**config.mk**
```make
export PLATFORM = sky130hd
export DESIGN_NAME = aabb_prep
export DESIGN_NICKNAME = d
export VERILOG_FILES = /design/src/hw/rtl/aabb_pkg.sv /design/src/hw/rtl/aabb_prep.sv
export SDC_FILE = /design/constraint.sdc
export NUM_CORES = 1
export LEC_CHECK = 0
export BUFFER_PORTS_ARGS = -buffer_cell sky130_fd_sc_hd__buf_4
export CAP_MARGIN = 20
export CORE_UTILIZATION = 30
export DETAILED_ROUTE_END_ITERATION = 12
export PLACE_DENSITY = 0.56
export SKIP_CTS_REPAIR_TIMING = 1
export SYNTH_ARGS = -nofsm -noshare
export SYNTH_HDL_FRONTEND = slang
export SYNTH_SLANG_ARGS = --single-unit
export TNS_END_PERCENT = 30
```
**constraint.sdc**
```tcl
create_clock -name i_clk -period 7.71 [get_ports i_clk]
set_input_delay 1.542 -clock i_clk [delete_from_list [all_inputs] [get_ports i_clk]]
set_output_delay 1.542 -clock i_clk [all_outputs]
set_load 0.05 [all_outputs]
```
**src/hw/rtl/aabb_pkg.sv**
```systemverilog
// ----------------------------------------------------------------------------
// aabb_pkg: shared types and constants
// Default parameter values and the sideband record that travels alongside the
// divider lanes of the ray/box slab test.
// ----------------------------------------------------------------------------
package aabb_pkg;

    localparam int COORD_BITS_DEF = 32;
    localparam int FRAC_BITS_DEF  = 16;
    localparam int PAR_THRESH_DEF = 1;

    // Width of the unsigned fraction fields.
    localparam int FRAC_W = 31;

    // Number of divider lanes: lower and upper face for x, then for y.
    localparam int LANES   = 4;
    localparam int LANE_LX = 0;
    localparam int LANE_HX = 1;
    localparam int LANE_LY = 2;
    localparam int LANE_HY = 3;

    // Per-item control that rides along the divider pipeline.
    typedef struct packed {
        logic [LANES-1:0]  neg;       // quotient of this lane is negative
        logic              par_x;     // x direction below threshold
        logic              par_y;     // y direction below threshold
        logic              par_miss;  // start outside a parallel slab
        logic [FRAC_W-1:0] max_frac;  // largest accepted entry fraction
    } t_side;

endpackage

```
**src/hw/rtl/aabb_prep.sv**
```systemverilog
// ----------------------------------------------------------------------------
// aabb_prep: operand preparation stage
// Forms direction and face offsets, their magnitudes and signs, the parallel
// slab checks, and registers the divider operands.
// ----------------------------------------------------------------------------
module aabb_prep
    import aabb_pkg::*;
#(
    parameter int COORD_BITS   = COORD_BITS_DEF,
    parameter int FRAC_BITS    = FRAC_BITS_DEF,
    parameter int PAR_THRESH   = PAR_THRESH_DEF,
    localparam int NW          = COORD_BITS + FRAC_BITS
) (
    input  logic                               i_clk,
    input  logic                               i_rst_n,
    input  logic                               i_en,
    input  logic                               i_valid,
    input  logic signed [COORD_BITS-1:0]       i_box_lo_x,
    input  logic signed [COORD_BITS-1:0]       i_box_lo_y,
    input  logic signed [COORD_BITS-1:0]       i_box_hi_x,
    input  logic signed [COORD_BITS-1:0]       i_box_hi_y,
    input  logic signed [COORD_BITS-1:0]       i_start_x,
    input  logic signed [COORD_BITS-1:0]       i_start_y,
    input  logic signed [COORD_BITS-1:0]       i_end_x,
    input  logic signed [COORD_BITS-1:0]       i_end_y,
    input  logic [FRAC_W-1:0]                  i_max_fraction,
    output logic                               o_valid,
    output logic [LANES-1:0][NW-1:0]           o_num,
    output logic [LANES-1:0][COORD_BITS-1:0]   o_den,
    output t_side                              o_side
);

    localparam int W = COORD_BITS;

    logic                         r_valid;
    logic [LANES-1:0][NW-1:0]     r_num;
    logic [LANES-1:0][W-1:0]      r_den;
    t_side                        r_side;

    logic [LANES-1:0][NW-1:0]     n_num;
    logic [LANES-1:0][W-1:0]      n_den;
    t_side                        n_side;

    logic signed [W:0] dx, dy;
    logic signed [W:0] f_lx, f_hx, f_ly, f_hy;
    logic [W-1:0]      mag_dx, mag_dy;
    logic [W-1:0]      mag_lx, mag_hx, mag_ly, mag_hy;
    logic              par_x, par_y;
    logic              out_x, out_y;

    // Differences are taken one bit wider so they never overflow.
    assign dx   = $signed({i_end_x[W-1], i_end_x}) - $signed({i_start_x[W-1], i_start_x});
    assign dy   = $signed({i_end_y[W-1], i_end_y}) - $signed({i_start_y[W-1], i_start_y});
    assign f_lx = $signed({i_box_lo_x[W-1], i_box_lo_x})
                - $signed({i_start_x[W-1], i_start_x});
    assign f_hx = $signed({i_box_hi_x[W-1], i_box_hi_x})
                - $signed({i_start_x[W-1], i_start_x});
    assign f_ly = $signed({i_box_lo_y[W-1], i_box_lo_y})
                - $signed({i_start_y[W-1], i_start_y});
    assign f_hy = $signed({i_box_hi_y[W-1], i_box_hi_y})
                - $signed({i_start_y[W-1], i_start_y});

    // Magnitudes fit in W bits since each difference stays below 2^W.
    assign mag_dx = W'(dx[W] ? -dx : dx);
    assign mag_dy = W'(dy[W] ? -dy : dy);
    assign mag_lx = W'(f_lx[W] ? -f_lx : f_lx);
    assign mag_hx = W'(f_hx[W] ? -f_hx : f_hx);
    assign mag_ly = W'(f_ly[W] ? -f_ly : f_ly);
    assign mag_hy = W'(f_hy[W] ? -f_hy : f_hy);

    // Parallel axes only check that the start lies inside the slab.
    assign par_x = {9'd0, mag_dx} < (W + 9)'(PAR_THRESH);
    assign par_y = {9'd0, mag_dy} < (W + 9)'(PAR_THRESH);
    assign out_x = (i_start_x < i_box_lo_x) || (i_box_hi_x < i_start_x);
    assign out_y = (i_start_y < i_box_lo_y) || (i_box_hi_y < i_start_y);

    // Divider operands and sideband for the next stage.
    always_comb begin
        n_num[LANE_LX] = {mag_lx, {FRAC_BITS{1'b0}}};
        n_num[LANE_HX] = {mag_hx, {FRAC_BITS{1'b0}}};
        n_num[LANE_LY] = {mag_ly, {FRAC_BITS{1'b0}}};
        n_num[LANE_HY] = {mag_hy, {FRAC_BITS{1'b0}}};
        n_den[LANE_LX] = mag_dx;
        n_den[LANE_HX] = mag_dx;
        n_den[LANE_LY] = mag_dy;
        n_den[LANE_HY] = mag_dy;
        n_side.neg[LANE_LX] = (f_lx[W] != dx[W]) && (mag_lx != '0);
        n_side.neg[LANE_HX] = (f_hx[W] != dx[W]) && (mag_hx != '0);
        n_side.neg[LANE_LY] = (f_ly[W] != dy[W]) && (mag_ly != '0);
        n_side.neg[LANE_HY] = (f_hy[W] != dy[W]) && (mag_hy != '0);
        n_side.par_x    = par_x;
        n_side.par_y    = par_y;
        n_side.par_miss = (par_x && out_x) || (par_y && out_y);
        n_side.max_frac = i_max_fraction;
    end

    // Valid bit is control state; the operands need no reset.
    always_ff @(posedge i_clk) begin
        if (!i_rst_n) begin
            r_valid <= 1'b0;
        end else if (i_en) begin
            r_valid <= i_valid;
        end
    end

    always_ff @(posedge i_clk) begin
        if (i_en) begin
            r_num  <= n_num;
            r_den  <= n_den;
            r_side <= n_side;
        end
    end

    assign o_valid = r_valid;
    assign o_num   = r_num;
    assign o_den   = r_den;
    assign o_side  = r_side;

endmodule

```
==> summary.md <==
| Metric | Value |
|---|---|
| Fraction of layout cells with a size suffix above 1 | 19.50% |
| CTS tree | done |
| Yosys top cell by area | edfxtp_1 |
| Vias in the first global route | 24,150 |
| CP arrival | 6720 ps |
| Die ar. | 89,040 µm² |
| Fillers | 8,982 |
| YS warnings | 0 |
| Rows | 108 |
| DPL Wire Length | 88,070 µm |
| Placer Congestion | 0.9809 |
| Critical path class | input pin to flop |
| WL/cell | 21.62 µm |
| # IOs | 650 |
| DR vias/cell | 5.421 |
| DR iter-0 viols | 1,966 |
| Max-cap viol count | 0 |
| Clk sinks | 231 |
| Seq cells post-synth | 231 |
| Final wirelength | 104,000 µm |
| Gr usage total | 22.18% |
| Clock Power Share | 18.6% |
| Net Sw Frac | 48.10% |
| Flop pwr share | 25.1% |
| Multi-input gate area | 17,670 µm² |
| Max-slew headroom | 30.64% |
| Worst Reg-to-Reg Cells | 2 |
| CP required | 8170 ps |
| CP Launch Type | input pin |
| Pwr/cell area | 237.2 nW/µm² |
| Antenna Nets Post-Route | 0 |
| Final Slew Violations | 0 |
| 1st-pass router iterations | 5 |
| Mapped cell area | 26,350 µm² |
| Predominant post-synthesis flop cell | edfxtp_1 |
| Clk pin slew, worst setup/hold paths | 50 ps |
| Reg2Reg Setup Slack | 7110 ps |
| Critical path peak fanout | 8 |
| Hold wc startpoint | o_valid |
| Via count | 26,090 |
| Util after Layout | 37.01% |
| Share of the clock period used by the worst path | 81.26% |
| Commonest cells post-synth | 263 x a21oi_1, 253 x nand2_1, 230 x edfxtp_1 |
| Worst-skew pair later-pin latency | 580 ps |
| DRC | 0 |
| EDFF count, synth | 230 |
| Maximum vdd drop | 0.2051 mV |
| Ys async rst share | 0% |
| Hold Path End | o_valid |
| CORE AREA | 86,890 µm² |
| First-pass GRT wire length | 152,100 µm |
| Die width | 298.4 µm |
| Diode count | 0 |
| Hold Crit Class | flop to flop |
| Reg2reg end | o_valid |
| Largest net degree at the start of global routing | 133 |
| Power Internal | 0.003958 W |
| Top-count cell post-synth | a21oi_1 |
| Switch Pwr | 0.003669 W |
| Clock buffer depth | 3 |
| Final setup TNS | 0 ps |
| Clock buffers created by TritonCTS | 30 |
| Post-synthesis sequential area ratio | 26.28% |
| Mapped Avg Cell Area | 8.282 µm² |
| Area contributors post-synth | edfxtp_1 26%, ha_1 9.6%, xnor2_1 6.8%, a21oi_1 5.0%, buf_4 3.8% |
| Starting Density | 30.33% |
| Cell variety after synth | 106 |
| Area added between synthesis and finish | 22.02% |
| Worst Tran Pin Value | 1040 ps |
| Reg2Reg Launch Point | o_valid |
| Combinational power share | 56.2% |
| CP Capture Type | flop |
| RSZ-0062 raised after global routing | false |
| Layout Skew | 0 ps |
| Min Tclk post-route | 6265 ps |
| H-tree depth | 1 |
| Die Ht | 298.4 µm |
| Outcome | complete, no violations |
| FF/Latch Area | 6927 µm² |
| Root buffer cell | clkbuf_16 |
| Grt total ovfl | 0 |
| IO Port Bufs | 585 |
| Leak Pwr | 13.36 nW |
| Final hold violation count | 0 |
| Syn Inst Count | 3,182 |
| Final setup viols | 0 |
| Post-synth top area share | 26.21% |
| Initial antenna violation count | 11 |
| Layout Nets | 4,133 |
| Hold depth | 2 |
| Max Clock Freq | 159.6 MHz |
[cells by family (layout without fill, tap and decap cells)]
logic type               Yosys count  in the layout  share of synthesized area, %
other                              1             64                       0.01423
buffers and inverters            396            808                         7.610
multiplexers                      21             21                        0.8261
AO/OA/AOI/OAI                    949            949                         23.94
flip-flops                       231            231                         26.28
adder cells (fa/ha/maj)          208            208                         10.05
XOR/XNOR                         309            309                         10.35
AND/OR/NAND/NOR                 1067           1067                         20.93
[state kept, by name (all words and copies together) (netlist names)]
signal   cells
o_num      128
o_den       64
o_side      38
o_valid      1
[power by group through the flow]
stage          Sequential [W]  Combinational (W)  Clock [W]
2_1_floorplan         0.00280            0.00219          0
4_1_cts               0.00193            0.00428    0.00147
6_report              0.00192            0.00429    0.00142
5_1_grt               0.00195            0.00456    0.00151
3_5_place_dp          0.00195            0.00426          0
3_3_place_gp          0.00195            0.00426          0
[layout by cell type (no fill, tap or decap), drive strengths merged, types with 15 or more instances in the layout]
cell     synthesis  final
xor2           104    104
a2111oi         16     16
a21o            86     86
xnor2          204    204
nor3b           17     17
o21a            32     32
and3            35     35
nand3           92     92
edfxtp         230    230
nor2           221    221
conb             1     64
or3             32     32
nor4            45     45
o21ai          180    180
and4            20     20
a31oi           54     54
or4             24     24
nor2b           29     29
nor3            95     95
clkbuf         106     35
inv            151    153
o21bai          25     25
nand2b          35     35
buf            139    602
nand4           62     62
a211oi          33     33
o31ai           38     38
nand2          254    254
ha             202    202
and2            40     40
a21oi          267    267
o211ai          46     46
mux2i           15     15
or2             20     20
[metrics by stage]
stage                     power [W]  area [µm²]  hold WS, ps  instances  worst slack [ps]
after CTS                  0.007682       32160        548.3       4812              1537
after floorplan            0.004994       26590        742.9       3245              1676
final                      0.007627       32160        533.1       4812              1445
after global placement     0.006216       31150        502.7       4757             958.2
after global routing       0.008010       32160        561.0       4812             931.8
after detailed placement   0.006213       31150        540.4       4757             889.6
[worst max path at each step]
stage | from | to | slack [ps] | cells after the start
CTS | i_start_x[6] | o_side[31] | 1540 | 17
global route | i_start_x[6] | o_side[31] | 930 | 17
detailed placement | i_start_x[6] | o_side[31] | 890 | 17
finish | i_start_x[6] | o_side[31] | 1440 | 17
floorplan | i_box_lo_x[0] | o_side[34] | 1680 | 18
global placement | i_start_x[0] | o_side[34] | 960 | 16
[area by class of cell]
| class | instances | area share (%) |
|---|---|---|
| multi-input combinational | 2618 | 54.96 |
| sequential | 231 | 21.54 |
| timing repair buffer | 602 | 14.12 |
| tap | 1155 | 4.494 |
| clock buffer | 35 | 2.393 |
| inverter | 151 | 1.763 |
| clock inverter | 20 | 0.7315 |
[metal layers]
layer | track usage (%) | part of all wire, % | routed length (µm) | up-vias
li1 | - | - | - | 12670
met1 | 28.22 | 42 | 43630 | 12330
met2 | 38.53 | 48 | 50300 | 949
met3 | 4.166 | 7.3 | 7614 | 113
met4 | 5.116 | 2.3 | 2354 | 22
met5 | 0 | 0.14 | 142 | -
[worst max-delay path, stage by stage]
cell       delay (ps)
buf_4              80
inv_1             140
buf_4             220
ha_1              410
nand4_1           150
a2111oi_0         860
o31ai_1           280
o41ai_1           510
nor2_1            100
xnor2_1           220
nor4b_1           630
a21oi_1           180
xnor2_1           180
or3_1             380
nor4_1            360
and4b_1           320
a22o_1            150
No activity file was read; power rests on OpenSTA's default activity.
