## config.mk

```make
export PLATFORM = sky130hd
export DESIGN_NAME = aabb_resolve
export DESIGN_NICKNAME = d
export VERILOG_FILES = /design/src/hw/rtl/aabb_pkg.sv /design/src/hw/rtl/aabb_resolve.sv
export SDC_FILE = /design/constraint.sdc
export NUM_CORES = 1
export LEC_CHECK = 0
export ABC_AREA = 1
export BUFFER_PORTS_ARGS = -buffer_cell sky130_fd_sc_hd__buf_2
export CAP_MARGIN = 20
export CORE_ASPECT_RATIO = 1.5
export CORE_UTILIZATION = 25
export CTS_BUF_LIST = sky130_fd_sc_hd__clkbuf_16
export CTS_CLUSTER_DIAMETER = 50
export DETAILED_ROUTE_END_ITERATION = 10
export GPL_TIMING_DRIVEN = 0
export SLEW_MARGIN = 40
export SYNTH_ARGS = -nofsm -noshare
export SYNTH_HDL_FRONTEND = slang
export SYNTH_SLANG_ARGS = --single-unit
export TNS_END_PERCENT = 50
```

## constraint.sdc

```tcl
create_clock -name i_clk -period 7 [get_ports i_clk]
set_input_delay 0.35 -clock i_clk [delete_from_list [all_inputs] [get_ports i_clk]]
set_output_delay 0.35 -clock i_clk [all_outputs]
set_load 0.05 [all_outputs]
```

## src/hw/rtl/aabb_pkg.sv

```systemverilog
// ----------------------------------------------------------------------------
// aabb_pkg: shared types and constants
// Default parameter values and the sideband record that travels alongside the
// divider lanes of the ray/box slab test.
// ----------------------------------------------------------------------------
package aabb_pkg;

    localparam int COORD_BITS_DEF = 32;
    localparam int FRAC_BITS_DEF  = 16;
    localparam int PAR_THRESH_DEF = 1;

    // Width of the unsigned fraction fields.
    localparam int FRAC_W = 31;

    // Number of divider lanes: lower and upper face for x, then for y.
    localparam int LANES   = 4;
    localparam int LANE_LX = 0;
    localparam int LANE_HX = 1;
    localparam int LANE_LY = 2;
    localparam int LANE_HY = 3;

    // Per-item control that rides along the divider pipeline.
    typedef struct packed {
        logic [LANES-1:0]  neg;       // quotient of this lane is negative
        logic              par_x;     // x direction below threshold
        logic              par_y;     // y direction below threshold
        logic              par_miss;  // start outside a parallel slab
        logic [FRAC_W-1:0] max_frac;  // largest accepted entry fraction
    } t_side;

endpackage

```

## src/hw/rtl/aabb_resolve.sv

```systemverilog
// ----------------------------------------------------------------------------
// aabb_resolve: slab combination and result register
// Saturates and signs the four quotients, orders each axis, then merges the
// axes into entry fraction, normal and hit, ending in the output register.
// ----------------------------------------------------------------------------
module aabb_resolve
    import aabb_pkg::*;
#(
    parameter int COORD_BITS = COORD_BITS_DEF,
    parameter int FRAC_BITS  = FRAC_BITS_DEF,
    localparam int NW        = COORD_BITS + FRAC_BITS
) (
    input  logic                          i_clk,
    input  logic                          i_rst_n,
    input  logic                          i_en,
    input  logic                          i_valid,
    input  logic [LANES-1:0][NW-1:0]      i_quo,
    input  t_side                         i_side,
    output logic                          o_valid,
    output logic                          o_hit,
    output logic [FRAC_W-1:0]             o_fraction,
    output logic signed [1:0]             o_normal_x,
    output logic signed [1:0]             o_normal_y
);

    localparam int W = COORD_BITS;
    localparam logic [NW-1:0] LIM_POS = NW'((64'd1 << (W - 1)) - 64'd1);
    localparam logic [NW-1:0] LIM_NEG = NW'(64'd1 << (W - 1));
    localparam logic signed [1:0] NRM_NEG  = -2'sd1;
    localparam logic signed [1:0] NRM_POS  = 2'sd1;
    localparam logic signed [1:0] NRM_ZERO = 2'sd0;

    // Stage one: signed saturated fractions, ordered per axis.
    logic [LANES-1:0][W-1:0] t_val;
    logic signed [W-1:0]     ax_lo, ax_hi, ay_lo, ay_hi;
    logic                    swap_x, swap_y;

    genvar l;
    generate
        for (l = 0; l < LANES; l++) begin : g_sat
            logic [NW-1:0] lim;
            logic [W-1:0]  mag;
            assign lim      = i_side.neg[l] ? LIM_NEG : LIM_POS;
            assign mag      = (i_quo[l] > lim) ? lim[W-1:0] : i_quo[l][W-1:0];
            assign t_val[l] = i_side.neg[l] ? (~mag + W'(1)) : mag;
        end
    endgenerate

    assign ax_lo  = $signed(t_val[LANE_LX]);
    assign ax_hi  = $signed(t_val[LANE_HX]);
    assign ay_lo  = $signed(t_val[LANE_LY]);
    assign ay_hi  = $signed(t_val[LANE_HY]);
    assign swap_x = ax_lo > ax_hi;
    assign swap_y = ay_lo > ay_hi;

    logic                r_s1_valid;
    logic signed [W-1:0] r_enter_x, r_exit_x, r_enter_y, r_exit_y;
    logic                r_swap_x, r_swap_y;
    t_side               r_s1_side;

    always_ff @(posedge i_clk) begin
        if (!i_rst_n) begin
            r_s1_valid <= 1'b0;
        end else if (i_en) begin
            r_s1_valid <= i_valid;
        end
    end

    always_ff @(posedge i_clk) begin
        if (i_en) begin
            r_enter_x <= swap_x ? ax_hi : ax_lo;
            r_exit_x  <= swap_x ? ax_lo : ax_hi;
            r_enter_y <= swap_y ? ay_hi : ay_lo;
            r_exit_y  <= swap_y ? ay_lo : ay_hi;
            r_swap_x  <= swap_x;
            r_swap_y  <= swap_y;
            r_s1_side <= i_side;
        end
    end

    // Stage two: merge x then y into entry/exit and decide the hit.
    logic                n_hit;
    logic [FRAC_W-1:0]   n_fraction;
    logic signed [1:0]   n_normal_x, n_normal_y;

    always_comb begin
        logic                have;
        logic                miss;
        logic signed [W-1:0] t_in, t_out;
        logic signed [1:0]   nx, ny;
        logic signed [W+31:0] t_ext;
        have  = 1'b0;
        miss  = r_s1_side.par_miss;
        t_in  = '0;
        t_out = '0;
        nx    = NRM_ZERO;
        ny    = NRM_ZERO;
        if (!r_s1_side.par_x) begin
            have  = 1'b1;
            t_in  = r_enter_x;
            t_out = r_exit_x;
            nx    = r_swap_x ? NRM_POS : NRM_NEG;
            if (t_in > t_out) begin
                miss = 1'b1;
            end
        end
        if (!r_s1_side.par_y) begin
            if (!have || r_enter_y > t_in) begin
                t_in = r_enter_y;
                nx   = NRM_ZERO;
                ny   = r_swap_y ? NRM_POS : NRM_NEG;
            end
            if (!have || r_exit_y < t_out) begin
                t_out = r_exit_y;
            end
            have = 1'b1;
            if (t_in > t_out) begin
                miss = 1'b1;
            end
        end
        t_ext = {{32{t_in[W-1]}}, t_in};
        n_hit = !miss && have && !t_in[W-1]
              && (t_ext <= $signed({(W + 1)'(0), r_s1_side.max_frac}));
        n_fraction = n_hit ? t_ext[FRAC_W-1:0] : '0;
        n_normal_x = n_hit ? nx : NRM_ZERO;
        n_normal_y = n_hit ? ny : NRM_ZERO;
    end

    logic              r_out_valid;
    logic              r_hit;
    logic [FRAC_W-1:0] r_fraction;
    logic signed [1:0] r_normal_x, r_normal_y;

    always_ff @(posedge i_clk) begin
        if (!i_rst_n) begin
            r_out_valid <= 1'b0;
        end else if (i_en) begin
            r_out_valid <= r_s1_valid;
        end
    end

    always_ff @(posedge i_clk) begin
        if (i_en) begin
            r_hit      <= n_hit;
            r_fraction <= n_fraction;
            r_normal_x <= n_normal_x;
            r_normal_y <= n_normal_y;
        end
    end

    assign o_valid    = r_out_valid;
    assign o_hit      = r_hit;
    assign o_fraction = r_fraction;
    assign o_normal_x = r_normal_x;
    assign o_normal_y = r_normal_y;

endmodule
```

==> impl_metrics.py <==
metrics = {
    "outcome": {
        "run_status": "finished clean",
    },
    "synth": {
        "async_set_reset_flop_share_out_of_synthesis_pct": 0,
        "synthesis.area_um2": 23400,
        "post_synth_main_area_contributors": "sky130_fd_sc_hd__edfxtp_1, sky130_fd_sc_hd__ha_1, sky130_fd_sc_hd__nand2_1, sky130_fd_sc_hd__nand3_1, sky130_fd_sc_hd__inv_1",
        "ys_dominant_reg_cell": "sky130_fd_sc_hd__edfxtp_1",
        "netlist-cell-type-count": 50,
        "portion_of_synthesized_cell_area_occupied_by_the_leading_cell_type_pct": 25.7,
        "synth_enable_flop_cells": 200,
        "post_synth_inst_count": 3473,
        "synth_fp_nets": 4061,
        "synth_area_per_cell_um2": 6.74,
        "synth.yosys.seq_area_share_pct": 25.8,
        "yosys_warnings": 0,
        "synthDominantAreaCellType": "sky130_fd_sc_hd__edfxtp_1",
        "yosys_register_bits": 202,
    },
    "timing": {
        "finalSetupViolCount": 0,
        "worst_slew_pin_slew_ps": 920,
        "setup_tns_ps": 0,
        "skew_ps": 46.6,
        "fin_crit_sh_pct": 93.2,
        "achievable-frequency_mhz": 153,
        "hold_viol": 0,
        "final_max_slew_viol_count": 0,
        "finalCriticalPeriod_ps": 6530,
        "slew-limit-headroom_pct": 38.0,
    },
    "setup_path": {
        "worstSetupStartpointType": "flop",
        "crit_top_cell": "sky130_fd_sc_hd__nand2_1",
        "critical_path.slowest_cell": "sky130_fd_sc_hd__edfxtp_1",
        "worst-setup-path-type": "reg2reg",
        "worst_case_register_to_register_setup_slack_ps": 470,
        "critPathCaptureType": "flop",
        "critical_path_peak_fanout": 10,
        "worst_path_largest_cell_delay_ps": 520,
        "crit_required_ps": 7260,
        "cp_data_arrival_time_ps": 6790,
    },
    "drt": {
        "remaining_drc_errors": 0,
        "drt-vias-per-instance": 4.75,
        "drt_wl_total_mm": 85.4,
        "dr_total_vias": 24100,
        "wire_per_inst_um": 16.8,
        "first_pass_drt_iterations": 5,
        "drt.antenna.violating_nets": 0,
        "detailedRoute.firstIterationViolations": 1592,
    },
    "cells_and_area": {
        "nFillCells": 10300,
        "final_util_pct": 29.8,
        "drive_above_1_share_pct": 13.4,
        "seqCellArea_um2": 6050,
        "nets": 4395,
        "multi_input_area_um2": 15400,
        "syn2layout_area_growth_pct": 18.2,
    },
    "clock_network": {
        "tritoncts": "done",
        "ctsLongestPathBuffers": 3,
        "insertion_delay_ps": 570,
        "numCtsBuffers": 24,
        "clkSlewWorstSetupHoldPaths_ps": 60,
        "clk_root_buffer_cell": "sky130_fd_sc_hd__clkbuf_16",
        "htree_levels": 1,
        "cts_num_sinks": 202,
    },
    "grt": {
        "grt_pass1_vias": 23200,
        "globalRouteOverflowTotal": 0,
        "grt.total_usage_pct": 17.6,
        "first_pass_grt_wire_length_mm": 129,
        "grt_antenna_before_repair": 5,
        "grt_max_degree": 84,
    },
    "floorplanning": {
        "fp-row-count": 137,
        "dieWidth_um": 252,
        "top_level_port_count": 271,
        "fp.dieArea_um2": 94900,
        "height_of_the_chip_um": 377,
        "fp.coreArea_um2": 92900,
        "initial_utilization_pct": 25.2,
    },
    "hold_path": {
        "hold_path.class": "in2reg",
    },
    "pwr": {
        "power.density_nw_per_um2": 191,
        "power.ir.vdd_worst_v": 0.000137,
        "leakage_nw": 14.1,
    },
    "placement": {
        "final_estimated_routing_congestion_in_global_placement": 0.977,
        "dp_hpwl_mm": 73.2,
        "port_buffers": 270,
    },
    "job": {
        "max_capacitance_violation_count": 0,
    },
}
[area by class of cell]
| cell class | instances | share of cell area, % |
|---|---|---|
| multi-input cells | 2787 | 55.8 |
| flip-flops and latches | 202 | 21.9 |
| repair buffers | 309 | 6.46 |
| well taps | 1251 | 5.66 |
| inverters | 382 | 5.22 |
| clock buffers | 24 | 2.17 |
| plain buffers | 101 | 1.91 |
| clock inverters | 19 | 0.882 |
| diodes | 2 | 0.0181 |
[synthesized netlist by cell type (10+ instances only)]
| cell type | instances |
|---|---|
| sky130_fd_sc_hd__edfxtp_1 | 200 |
| sky130_fd_sc_hd__nor3_1 | 17 |
| sky130_fd_sc_hd__ha_1 | 354 |
| sky130_fd_sc_hd__inv_1 | 360 |
| sky130_fd_sc_hd__buf_6 | 10 |
| sky130_fd_sc_hd__nor2_1 | 310 |
| sky130_fd_sc_hd__o21ai_0 | 183 |
| sky130_fd_sc_hd__nand4_1 | 74 |
| sky130_fd_sc_hd__nand3b_1 | 19 |
| sky130_fd_sc_hd__inv_2 | 17 |
| sky130_fd_sc_hd__nand3_2 | 11 |
| sky130_fd_sc_hd__a21oi_1 | 206 |
| sky130_fd_sc_hd__buf_2 | 30 |
| sky130_fd_sc_hd__nand3_1 | 274 |
| sky130_fd_sc_hd__o21ai_1 | 27 |
| sky130_fd_sc_hd__clkbuf_1 | 39 |
| sky130_fd_sc_hd__nand2_1 | 1125 |
| sky130_fd_sc_hd__and2_1 | 18 |
| sky130_fd_sc_hd__nand2_2 | 47 |
| sky130_fd_sc_hd__nor2_2 | 27 |
| sky130_fd_sc_hd__o21a_1 | 13 |
| sky130_fd_sc_hd__nor4_1 | 11 |
| sky130_fd_sc_hd__buf_1 | 19 |
[per-layer routing]
metal / up-vias / wire length, um / share of wire [%] / track usage (%)
met2: 706 / 42600 / 50 / 32.7
met4: 6 / 5740 / 6.7 / 10.5
met5: - / 38 / 0.045 / 0
met3: 208 / 3250 / 3.8 / 1.37
li1: 12300 / - / - / -
met1: 10900 / 33700 / 40 / 19.4
[cell usage in the layout, fill, tap and decap left out, drive strengths merged, types with 21 or more instances in the layout]
master	n
nand4	75
a21oi	206
clkbuf	68
nand3	285
o21ai	219
nor3	21
dlygate4sd3	33
nand2	1176
nor2	340
edfxtp	200
inv	381
buf	333
ha	354
[critical path, delay by kind of cell (launching register included)]
family | cells | cell delay (ps)
AO/OA/AOI/OAI | 2 | 650
adder cells (fa/ha/maj) | 2 | 620
buffers and inverters | 6 | 1490
flip-flops | 1 | 520
AND/OR/NAND/NOR | 27 | 2910
[logic make-up after synthesis]
kind of cell	after synthesis	share of synthesized area (%)
AND/OR/NAND/NOR	1952	35.8
buffers and inverters	484	8.30
AO/OA/AOI/OAI	477	10.9
adder cells (fa/ha/maj)	354	18.9
flip-flops	202	25.8
multiplexers	4	0.176
[worst paths after layout]
path / startpoint / endpoint / cells past startpoint
worst min-delay path: i_side[33] / r_s1_side[33]$_DFFE_PP_ / 1
worst max-delay path: r_s1_side[33]$_DFFE_PP_ / o_fraction[27]$_SDFFCE_PN0P_ / 37
worst max register to register: r_s1_side[33]$_DFFE_PP_ / o_fraction[27]$_SDFFCE_PN0P_ / 37
worst min register to register: r_s1_valid$_SDFFE_PN0P_ / o_valid$_SDFFE_PN0P_ / 2
[what timing repair did]
action | CTS | global route
gates cloned | 0 | 0
gates resized for setup | 8 | 34
hold endpoints to repair | 33 | 0
hold buffers | 33 | 0
pin swaps | 0 | 0
buffers inserted | 0 | 4
endpoints found under the setup margin | 65 | 165
[stage by stage]
step / power, mW / setup WS [ps] / std cells / hold WS (ps) / cell area, um2
after global placement: 3.92 / -889 / 4994 / 468 / 26300
after detailed placement: 3.96 / -919 / 4996 / 473 / 26400
after floorplan: 3.15 / 1630 / 3473 / 448 / 23400
final: 5.29 / 473 / 5077 / 54.8 / 27700
after CTS: 5.31 / 73.0 / 5072 / 25.8 / 27600
after global routing: 5.69 / -10.8 / 5077 / 45.3 / 27700
[sequential cells by signal, indices dropped and copies added, names as in the netlist]
register and flops:
r_s1_side 34, o_hit 1, r_swap_x 1, r_exit_x 32, r_s1_valid 1, r_exit_y 32, o_fraction 31, o_valid 1
o_normal_x 2, o_normal_y 2, r_swap_y 1, r_enter_y 32, r_enter_x 32
[report_power, final]
group / total (mW) / switching, mW / internal [mW]
clock network: 1.32 / 0.531 / 0.786
registers: 1.75 / 0.185 / 1.56
logic: 2.23 / 1.45 / 0.780
total: 5.29 / 2.16 / 3.13
Note: power is estimated with default switching activity, not from simulation.
